==> config.mk <==
export PLATFORM = sky130hd
export DESIGN_NAME = stcpu_ram
export DESIGN_NICKNAME = d
export VERILOG_FILES = /design/src/design/assert_macros.svh /design/src/design/stcpu_ram.sv
export SDC_FILE = /design/constraint.sdc
export NUM_CORES = 2
export LEC_CHECK = 0
export ABC_AREA = 1
export BUFFER_PORTS_ARGS = -buffer_cell sky130_fd_sc_hd__buf_2
export CORE_ASPECT_RATIO = 0.7
export CORE_MARGIN = 2
export CORE_UTILIZATION = 63
export DETAILED_ROUTE_END_ITERATION = 10
export PLACE_DENSITY_LB_ADDON = 0.1
export SLEW_MARGIN = 20
export SYNTH_ARGS = -nofsm -noshare
export SYNTH_HDL_FRONTEND = slang
export SYNTH_SLANG_ARGS = --single-unit
==> constraint.sdc <==
create_clock -name i_clk -period 2.2 [get_ports i_clk]
set_input_delay 0.11 -clock i_clk [delete_from_list [all_inputs] [get_ports i_clk]]
set_output_delay 0.11 -clock i_clk [all_outputs]
set_load 0.02 [all_outputs]
==> src/design/assert_macros.svh <==
// Assertion macros for the RTL; included by the core top level.
`ifndef ASSERT_MACROS_SVH
`define ASSERT_MACROS_SVH

// Same-cycle implication, sampled on i_clk, off while i_rst_n is low.
`define STC_ASSERT_IMP(lbl, ante, cons) \
    lbl: assert property (@(posedge i_clk) disable iff (!i_rst_n) (ante) |-> (cons)) \
        else $error("same-cycle check failed");

// Next-cycle implication, sampled on i_clk, off while i_rst_n is low.
`define STC_ASSERT_NXT(lbl, ante, cons) \
    lbl: assert property (@(posedge i_clk) disable iff (!i_rst_n) (ante) |=> (cons)) \
        else $error("next-cycle check failed");

`endif

==> src/design/stcpu_ram.sv <==
// Generic single-port RAM with registered read data.
module stcpu_ram #(
    parameter int WIDTH = 8,
    parameter int DEPTH = 256
) (
    input  logic                     i_clk,
    input  logic                     i_we,
    input  logic [$clog2(DEPTH)-1:0] i_addr,
    input  logic [WIDTH-1:0]         i_wdata,
    output logic [WIDTH-1:0]         o_rdata
);

    logic [WIDTH-1:0] r_mem [DEPTH];
    logic [WIDTH-1:0] r_rdata;

    always_ff @(posedge i_clk) begin
        if (i_we) begin
            r_mem[i_addr] <= i_wdata;
        end
        r_rdata <= r_mem[i_addr];
    end

    assign o_rdata = r_rdata;

endmodule

==> flow_metrics.tcl <==
set metrics [dict create \
    status "finished clean" \
    maxSlewHeadroom_pct 15.4 \
    drcViolationCount 0 \
    vias 59628 \
    critPathBufInv 0 \
    pwr-share-seq_pct 53.9 \
    syn_nets 8039 \
    r2r_start "r_mem[16][6]$_DFFE_PP_" \
    finalSetupViolCount 0 \
    dieArea_sq_mm 0.138 \
    p_leak_nw 39.9 \
    area_growth_syn_to_layout_pct 15.5 \
    grt_pass1_wl_um 349000 \
    antenna_left 0 \
    end_kind "flop" \
    rr_worst_depth 12 \
    clkLatencyLatePin_ps 840 \
    finalHoldViolations 0 \
    numCtsBuffers 186 \
    antenna_found_initial 3 \
    initial_core_util_pct 63.6 \
    crit_family "simple AND/OR/NAND/NOR gates" \
    hold_depth 4 \
    synth_area_sq_mm 0.0849 \
    met1_usage_pct 51.0 \
    arrival_ps 2840 \
    die_h_um 311 \
    setup.worst_path.start_class "flop" \
    placed_cell_area_sq_mm 0.0920 \
    busiest_layer "met1" \
    final_cell_mix "4754 x nand2_1, 2048 x edfxtp_1, 529 x buf_4" \
    cts_root_buf "clkbuf_16" \
    grt_pass1_vias 56071 \
    rsz0062_at_grt "false" \
    cts_num_sinks 2056 \
    grt_util_all_layers_pct 34.2 \
    use_met2_pct 48.7 \
    worstMarginPinSlew_ps 1260 \
    p_sw_mw 18.1 \
    p_per_area_mw_per_mm2 817 \
    timing.fmax_ghz 0.471 \
    rows 112 \
    vias_per_cell 5.73 \
    drive_gt1_share_pct 11.2 \
    die_width_um 443 \
    clock_path_buffers 3 \
    layout.nets 8503 \
    nFillCells 8955 \
    period_share_pct 96.6 \
    dp_worst_setup_slack_ps -707 \
    coreArea_sq_mm 0.133 \
    yosysUniqueCellTypes 18 \
    place_congestion 0.932 \
    postCtsSetupBuffers 0 \
    cap_violations 0 \
    peakVddDrop_mv 0.875 \
    wl_um 236000 \
    cpMostUsedCell "nand2_1" \
    drt_iter0_drc 8812 \
    min_period_ps 2120 \
    power_frac_comb_pct 6.9 \
    finClkSkew_ps 25.3 \
    hold_path_startpoint "i_we" \
    swShare_pct 22.6 \
    fin_area_sq_mm 0.0980 \
    io_buffers 25 \
    ys_warn_count 0 \
    worstPathRequired_ps 2910 \
    tritoncts "done" \
    max_stage_delay_ps 380 \
    seq_area_frac_synth_pct 72.7 \
    syn_inst 8021 \
    path_cells "nand2_1, nand2_1, nand2_1, nand2_1, nand2_1, nand2_1, o21ai_1, nand2_1, nor2_1, nor2_1, nor2_1, nand2_1" \
    crit_slowest_cell "edfxtp_1" \
    slew_violations 0 \
    dp_hpwl_um 147000 \
    ys_ff_latch 2056 \
    critPathKind "reg -> reg" \
    clockPowerShare_pct 39.1 \
    wl_per_cell_um 22.6 \
    drt_first_pass_iters 6 \
    gr-usage-met3_pct 10.2 \
    holdPathEnd "r_mem[24][0]$_DFFE_PP_" \
    setup_ws_ps 75.6 \
    reg2reg_slack_ps 80 \
    grt_max_degree 93 \
    avgSynthCellArea_sq_um 10.6 \
    overflow 0 \
    cp_max_fo 1 \
    clk_pin_slew_ps 60 \
    p_int_mw 62.0 \
    final_common_cell "nand2_1" \
    worstHoldPathType "in -> reg" \
    io_pins 26 \
    htreeDepth 4 \
    r2r_end "o_rdata[6]$_DFF_P_" \
]
tightest hold or removal path: cells and delay by family:
kind / cells / cell delay [ps]
buf+inv: 2 / 430
simple gates: 2 / 260
final cells by class:
class,count,area (sq um),share of cell area (%)
Timing Repair Buffer,693,6870,7.01
Sequential cell,2056,61700,62.9
Clock buffer,236,5030,5.14
Clock inverter,105,743,0.759
Inverter,35,165,0.169
Tap cell,1767,2210,2.26
Multi-Input combinational cell,5513,21300,21.7
Antenna cell,1,2.50,0.00255
power groups by stage:
stage                     clock, mW  sequential [mW]  combinational [mW]
final                          31.3             43.2                5.53
after global placement            0             44.0                5.29
after CTS                      31.5             43.2                5.42
after detailed placement          0             44.0                5.36
after floorplan                   0             44.1                2.45
after global routing           33.0             43.2                5.95
cells in the mapped netlist, drive strengths merged:
cell / number / area share (%)
edfxtp: 2048 / 72
buf: 247 / 1.4
o21ai: 160 / 0.94
nand2: 4771 / 21
a21oi: 32 / 0.19
clkbuf: 170 / 0.75
inv: 35 / 0.16
nand3: 188 / 1.1
dfxtp: 8 / 0.19
nor2: 362 / 1.6
metrics by stage:
step	cells	TNS, ps	hold WS (ps)	utilization [%]	power (mW)
global route	10405	0	168	73.4	82.2
global placement	10053	-74140	508	69.0	49.3
finish	10406	0	146	73.4	80.1
CTS	10405	0	79.4	73.4	80.2
floorplan	8021	0	209	-	46.5
detailed placement	10053	-99380	508	69.0	49.4
how the worst max path moves through the flow:
stage | start | to | slack, ps | cells after the start
4_1_cts | r_mem[149][5]$_DFFE_PP_ | o_rdata[5]$_DFF_P_ | 10 | 12
3_3_place_gp | i_addr[0] | o_rdata[7]$_DFF_P_ | -680 | 17
6_report | r_mem[16][6]$_DFFE_PP_ | o_rdata[6]$_DFF_P_ | 80 | 12
2_1_floorplan | i_addr[1] | r_mem[234][0]$_DFFE_PP_ | 250 | 10
3_5_place_dp | i_addr[0] | o_rdata[7]$_DFF_P_ | -710 | 17
5_1_grt | r_mem[156][0]$_DFFE_PP_ | o_rdata[0]$_DFF_P_ | 9 | 12
layer usage:
metal	vias up	routed length, um
met5	-	111
li1	27278	-
met4	2	6770
met1	28328	94400
met3	411	32800
met2	3609	101000
state kept, by name, indices dropped and copies added, names as in the netlist:
signal and cells:
r_mem 2048, o_rdata 8
cells by family after synthesis:
group           count (synthesis)  synth area share (%)
buf+inv                       452                  2.36
simple gates                 5321                  23.8
flops                        2056                  72.7
compound gates                192                  1.13
what timing repair did:
item,in CTS,in global routing
endpoints found under the hold margin,1475,0
endpoints found under the setup margin,2,7
gates resized for setup,2,13
hold buffers,11,0
Note: power is estimated with default switching activity, not from simulation.
