--- config.mk ---
export PLATFORM = sky130hd
export DESIGN_NAME = stcpu_alu
export DESIGN_NICKNAME = d
export VERILOG_FILES = /design/src/design/assert_macros.svh /design/src/design/stcpu_pkg.sv /design/src/design/stcpu_alu.sv
export SDC_FILE = /design/constraint.sdc
export NUM_CORES = 1
export LEC_CHECK = 0
export ABC_AREA = 1
export CORE_UTILIZATION = 49
export DETAILED_ROUTE_END_ITERATION = 10
export DONT_BUFFER_PORTS = 1
export MAX_ROUTING_LAYER = met4
export SLEW_MARGIN = 40
export SYNTH_ARGS = -nofsm -noshare
export SYNTH_HDL_FRONTEND = slang
export SYNTH_SLANG_ARGS = --single-unit
export TNS_END_PERCENT = 50
--- constraint.sdc ---
create_clock -name vclk -period 4.7
set_input_delay 0.705 -clock vclk [all_inputs]
set_output_delay 0.705 -clock vclk [all_outputs]
set_load 0.1 [all_outputs]
--- src/design/assert_macros.svh ---
// Assertion macros for the RTL; included by the core top level.
`ifndef ASSERT_MACROS_SVH
`define ASSERT_MACROS_SVH

// Same-cycle implication, sampled on i_clk, off while i_rst_n is low.
`define STC_ASSERT_IMP(lbl, ante, cons) \
    lbl: assert property (@(posedge i_clk) disable iff (!i_rst_n) (ante) |-> (cons)) \
        else $error("same-cycle check failed");

// Next-cycle implication, sampled on i_clk, off while i_rst_n is low.
`define STC_ASSERT_NXT(lbl, ante, cons) \
    lbl: assert property (@(posedge i_clk) disable iff (!i_rst_n) (ante) |=> (cons)) \
        else $error("next-cycle check failed");

`endif

--- src/design/stcpu_pkg.sv ---
// Shared types, constants and helper functions of the toy CPU core.
package stcpu_pkg;

    localparam int MEM_AW    = 11;
    localparam int MEM_BYTES = 1 << MEM_AW;
    localparam int REG_COUNT = 16;
    localparam int REG_AW    = $clog2(REG_COUNT);
    localparam int DATA_W    = 16;

    typedef enum logic [1:0] {
        ACT_WRITE = 2'd0,
        ACT_EXEC  = 2'd1,
        ACT_RDREG = 2'd2,
        ACT_RDMEM = 2'd3
    } t_action;

    typedef enum logic [3:0] {
        OP_ADD = 4'd0,
        OP_SUB = 4'd1,
        OP_AND = 4'd2,
        OP_ORR = 4'd3,
        OP_EOR = 4'd4,
        OP_LSL = 4'd5,
        OP_LSR = 4'd6,
        OP_ASR = 4'd7,
        OP_LDR = 4'd8,
        OP_STR = 4'd9,
        OP_CMP = 4'd10,
        OP_MOV = 4'd11,
        OP_B   = 4'd12,
        OP_BEQ = 4'd13,
        OP_END = 4'd14,
        OP_NOP = 4'd15
    } t_opcode;

    typedef struct packed {
        t_opcode           op;
        logic [DATA_W-1:0] x;
        logic [DATA_W-1:0] y;
    } t_alu_req;

    typedef logic [MEM_AW-1:0] t_maddr;

    function automatic t_maddr mem_wrap(input logic [DATA_W-1:0] a);
        return a[MEM_AW-1:0];
    endfunction

    function automatic logic pc_out_of_range(input logic [DATA_W-1:0] pc);
        return |pc[DATA_W-1:MEM_AW];
    endfunction

    function automatic logic [DATA_W-1:0] sext8(input logic [7:0] v);
        return {{8{v[7]}}, v};
    endfunction

    function automatic logic [DATA_W-1:0] sext12(input logic [11:0] v);
        return {{4{v[11]}}, v};
    endfunction

endpackage

--- src/design/stcpu_alu.sv ---
// Shared 16-bit ALU: add, subtract, logic ops and shifts.
module stcpu_alu (
    input  stcpu_pkg::t_alu_req          i_req,
    output logic [stcpu_pkg::DATA_W-1:0] o_res
);

    logic       big_shift;
    logic [3:0] amt;
    logic [stcpu_pkg::DATA_W-1:0] fill;

    assign big_shift = |i_req.y[stcpu_pkg::DATA_W-1:4];
    assign amt       = i_req.y[3:0];
    assign fill      = {stcpu_pkg::DATA_W{i_req.x[stcpu_pkg::DATA_W-1]}};

    always_comb begin
        case (i_req.op)
            stcpu_pkg::OP_ADD: o_res = i_req.x + i_req.y;
            stcpu_pkg::OP_SUB: o_res = i_req.x - i_req.y;
            stcpu_pkg::OP_AND: o_res = i_req.x & i_req.y;
            stcpu_pkg::OP_ORR: o_res = i_req.x | i_req.y;
            stcpu_pkg::OP_EOR: o_res = i_req.x ^ i_req.y;
            stcpu_pkg::OP_LSL: o_res = big_shift ? '0 : (i_req.x << amt);
            stcpu_pkg::OP_LSR: o_res = big_shift ? '0 : (i_req.x >> amt);
            stcpu_pkg::OP_ASR: o_res = big_shift ? fill
                                     : stcpu_pkg::DATA_W'($signed(i_req.x) >>> amt);
            default:           o_res = '0;
        endcase
    end

endmodule
==> impl_metrics.tcl <==
set metrics [dict create \
    status "finished clean" \
    synth.yosys.seq_area_share_pct 0 \
    hold_path_end "o_res[1]" \
    io_buffers 0 \
    clockPowerShare_pct 0 \
    vias 4975 \
    num-clock-buffers 0 \
    postSynthAreaPerCell_um2 5.026 \
    drc 0 \
    overflow 0 \
    ctsHoldBuffers 0 \
    multi_input_area_um2 3415 \
    cp.required_ns 3.99 \
    antenna_left 0 \
    comb_power_share_pct 100.0 \
    grt_first_pass_wirelength_mm 23.38 \
    swShare_pct 70.17 \
    final.fill_count 848 \
    die_w_um 91.56 \
    hold_violations 0 \
    setup_tns_ns 0 \
    grt_pass1_vias 4572 \
    place_area_um2 4126 \
    arrival_ns 3.58 \
    final_design_area_no_fill_um2 4126 \
    worst_slack_ns 0.4114 \
    finalSetupViolations 0 \
    endpoint_kind "output pin" \
    final-seq-area_um2 0 \
    hold_depth 4 \
    hp-class "input port to output pin" \
    irDropWorstVdd_mv 0.06223 \
    hpwlAfterDp_mm 11.96 \
    rsz0062_at_grt "false" \
    num_rows 32 \
    fin_nets 869 \
    holdCritStartpoint "i_req[2]" \
    routed_wl_mm 14.50 \
    yosysWarnings 0 \
    ys_types 35 \
    wl_per_cell_um 16.42 \
    seqPwrFrac_pct 0 \
    hold_ws_ns 1.893 \
    critPathKind "input port to output pin" \
    die_y_um 91.56 \
    initial_core_util_pct 50.86 \
    fin_crit_ns 4.289 \
    cp_max_fo 21 \
    cts_setup_buffers 0 \
    dp_slack_ns 0.4623 \
    viasPerCell 5.634 \
    antenna_found_initial 0 \
    post-route-period-util_pct 91.25 \
    synth_fp_nets 868 \
    first_pass_iters 6 \
    grt_usage_pct 36.07 \
    core-area_um2 7727 \
    fmax_ghz 0.2332 \
    die_area_um2 8382 \
    relSlewSlack_pct 67.13 \
    syn_area_um2 3930 \
    dr.first_iter.drc_count 422 \
    p_leak_nw 2.394 \
    drive_above_1_share_pct 7.170 \
    cap_violations 0 \
    n_antenna_cell 0 \
    worstMarginPinSlew_ns 0.4918 \
    drv_slew 0 \
    p_int_uw 145.8 \
    p_sw_uw 343.0 \
    cellPowerDensity_nw_per_um2 118.5 \
    grt_max_degree 34 \
    syn_to_final_growth_pct 4.998 \
    start_kind "input port" \
    gp_congestion 1.022 \
    io_pins 52 \
    seq_cells 0 \
    post_cts_resized 0 \
    netlist_instances 782 \
]
worst max-delay path by stage:
stage                         from   endpoint  slack, ns  cells after the start
after CTS                 i_req[0]  o_res[13]       0.45                     17
after detailed placement  i_req[0]  o_res[13]       0.46                     17
final                     i_req[0]  o_res[13]       0.41                     17
after global placement    i_req[0]  o_res[10]       0.59                     16
after floorplan           i_req[1]  o_res[13]       0.23                     17
after global routing      i_req[0]  o_res[13]       0.08                     19
synthesized netlist by cell type:
library cell    n  area share [%]
nand2_4         1            0.29
nand3_4         1            0.45
a21o_1          2            0.38
nand4_1         7             1.1
and2_1          6            0.96
o2111ai_1       1            0.22
o211ai_1        5            0.96
inv_2           8            0.76
buf_1           1           0.095
a31oi_1         1            0.16
nor4_1          1            0.16
o21ai_0        20             2.5
o21a_1          2            0.38
fa_1            1            0.51
nor2_1         75             7.2
inv_1          93             8.9
buf_4           2            0.38
clkinv_2        1            0.13
or2_2           4            0.64
clkbuf_1        7            0.67
nor3_1          3            0.38
o21ai_1        12             1.5
a21oi_1        19             2.4
nand3_1       120              15
ha_1           49              16
nand2_2         7             1.1
nand3b_1        7             1.3
buf_2           8             1.0
xor2_1         14             3.1
buf_6           3            0.86
nor2_2          6            0.96
inv_4           2            0.32
nor2_4          6             1.7
nand2_1       286              27
nor3b_1         1            0.19
logic make-up after synthesis:
logic type               after synthesis  share of synthesized area, %
AO/OA/AOI/OAI                         62                         8.596
XOR/XNOR                              14                         3.120
adder cells (fa/ha/maj)               50                         16.11
buffers and inverters                125                         13.12
AND/OR/NAND/NOR                      531                         59.06
layer usage:
layer	part of all wire, %	track usage [%]	vias to the layer above
met5	0	-	-
met4	2.6	8.466	0
met3	8.5	2.848	27
met2	46	59.27	247
met1	43	47.80	2208
li1	-	-	2493
power by group through the flow:
| stage | clock, mW | sequential (mW) | combinational, mW |
|---|---|---|---|
| 5_1_grt | 0 | 0 | 0.540 |
| 4_1_cts | 0 | 0 | 0.482 |
| 2_1_floorplan | 0 | 0 | 0.382 |
| 3_5_place_dp | 0 | 0 | 0.480 |
| 6_report | 0 | 0 | 0.489 |
| 3_3_place_gp | 0 | 0 | 0.476 |
through the flow:
step / util (%) / power, mW / instances
3_3_place_gp: 53.40 / 0.4761 / 883
4_1_cts: 53.40 / 0.4817 / 883
5_1_grt: 53.40 / 0.5398 / 883
3_5_place_dp: 53.40 / 0.4796 / 883
6_report: 53.40 / 0.4888 / 883
2_1_floorplan: - / 0.3824 / 782
worst max-delay path, cell delays in order:
cell and delay (ns):
inv_4 0.15, ha_1 0.19, inv_1 0.05, nor3_1 0.21, nand2_1 0.11, o21ai_0 0.38
o21ai_0 0.21, xor2_1 0.18, ha_1 0.36, nand2_1 0.13, nor2_1 0.15, and2_1 0.13
nand2_1 0.06, nand3_1 0.09, nand3_1 0.10, nand3_1 0.17, buf_12 0.19
cell usage in the layout (no fill, tap or decap), drive strengths merged:
| cell | instances |
|---|---|
| inv | 103 |
| nand4 | 7 |
| nand3 | 121 |
| a31oi | 1 |
| clkinv | 1 |
| a21o | 2 |
| nor4 | 1 |
| o21a | 2 |
| buf | 20 |
| a21oi | 19 |
| nand3b | 7 |
| nor3b | 1 |
| or2 | 4 |
| fa | 1 |
| xor2 | 14 |
| nor3 | 3 |
| ha | 49 |
| and2 | 6 |
| o21ai | 32 |
| o211ai | 5 |
| o2111ai | 1 |
| nand2 | 294 |
| nor2 | 87 |
layout make-up:
class	count	share of cell area [%]
multi-input combinational	657	82.75
inverter	104	9.612
timing repair buffer	20	4.548
tap	102	3.093
(Power assumes the default switching activity.)
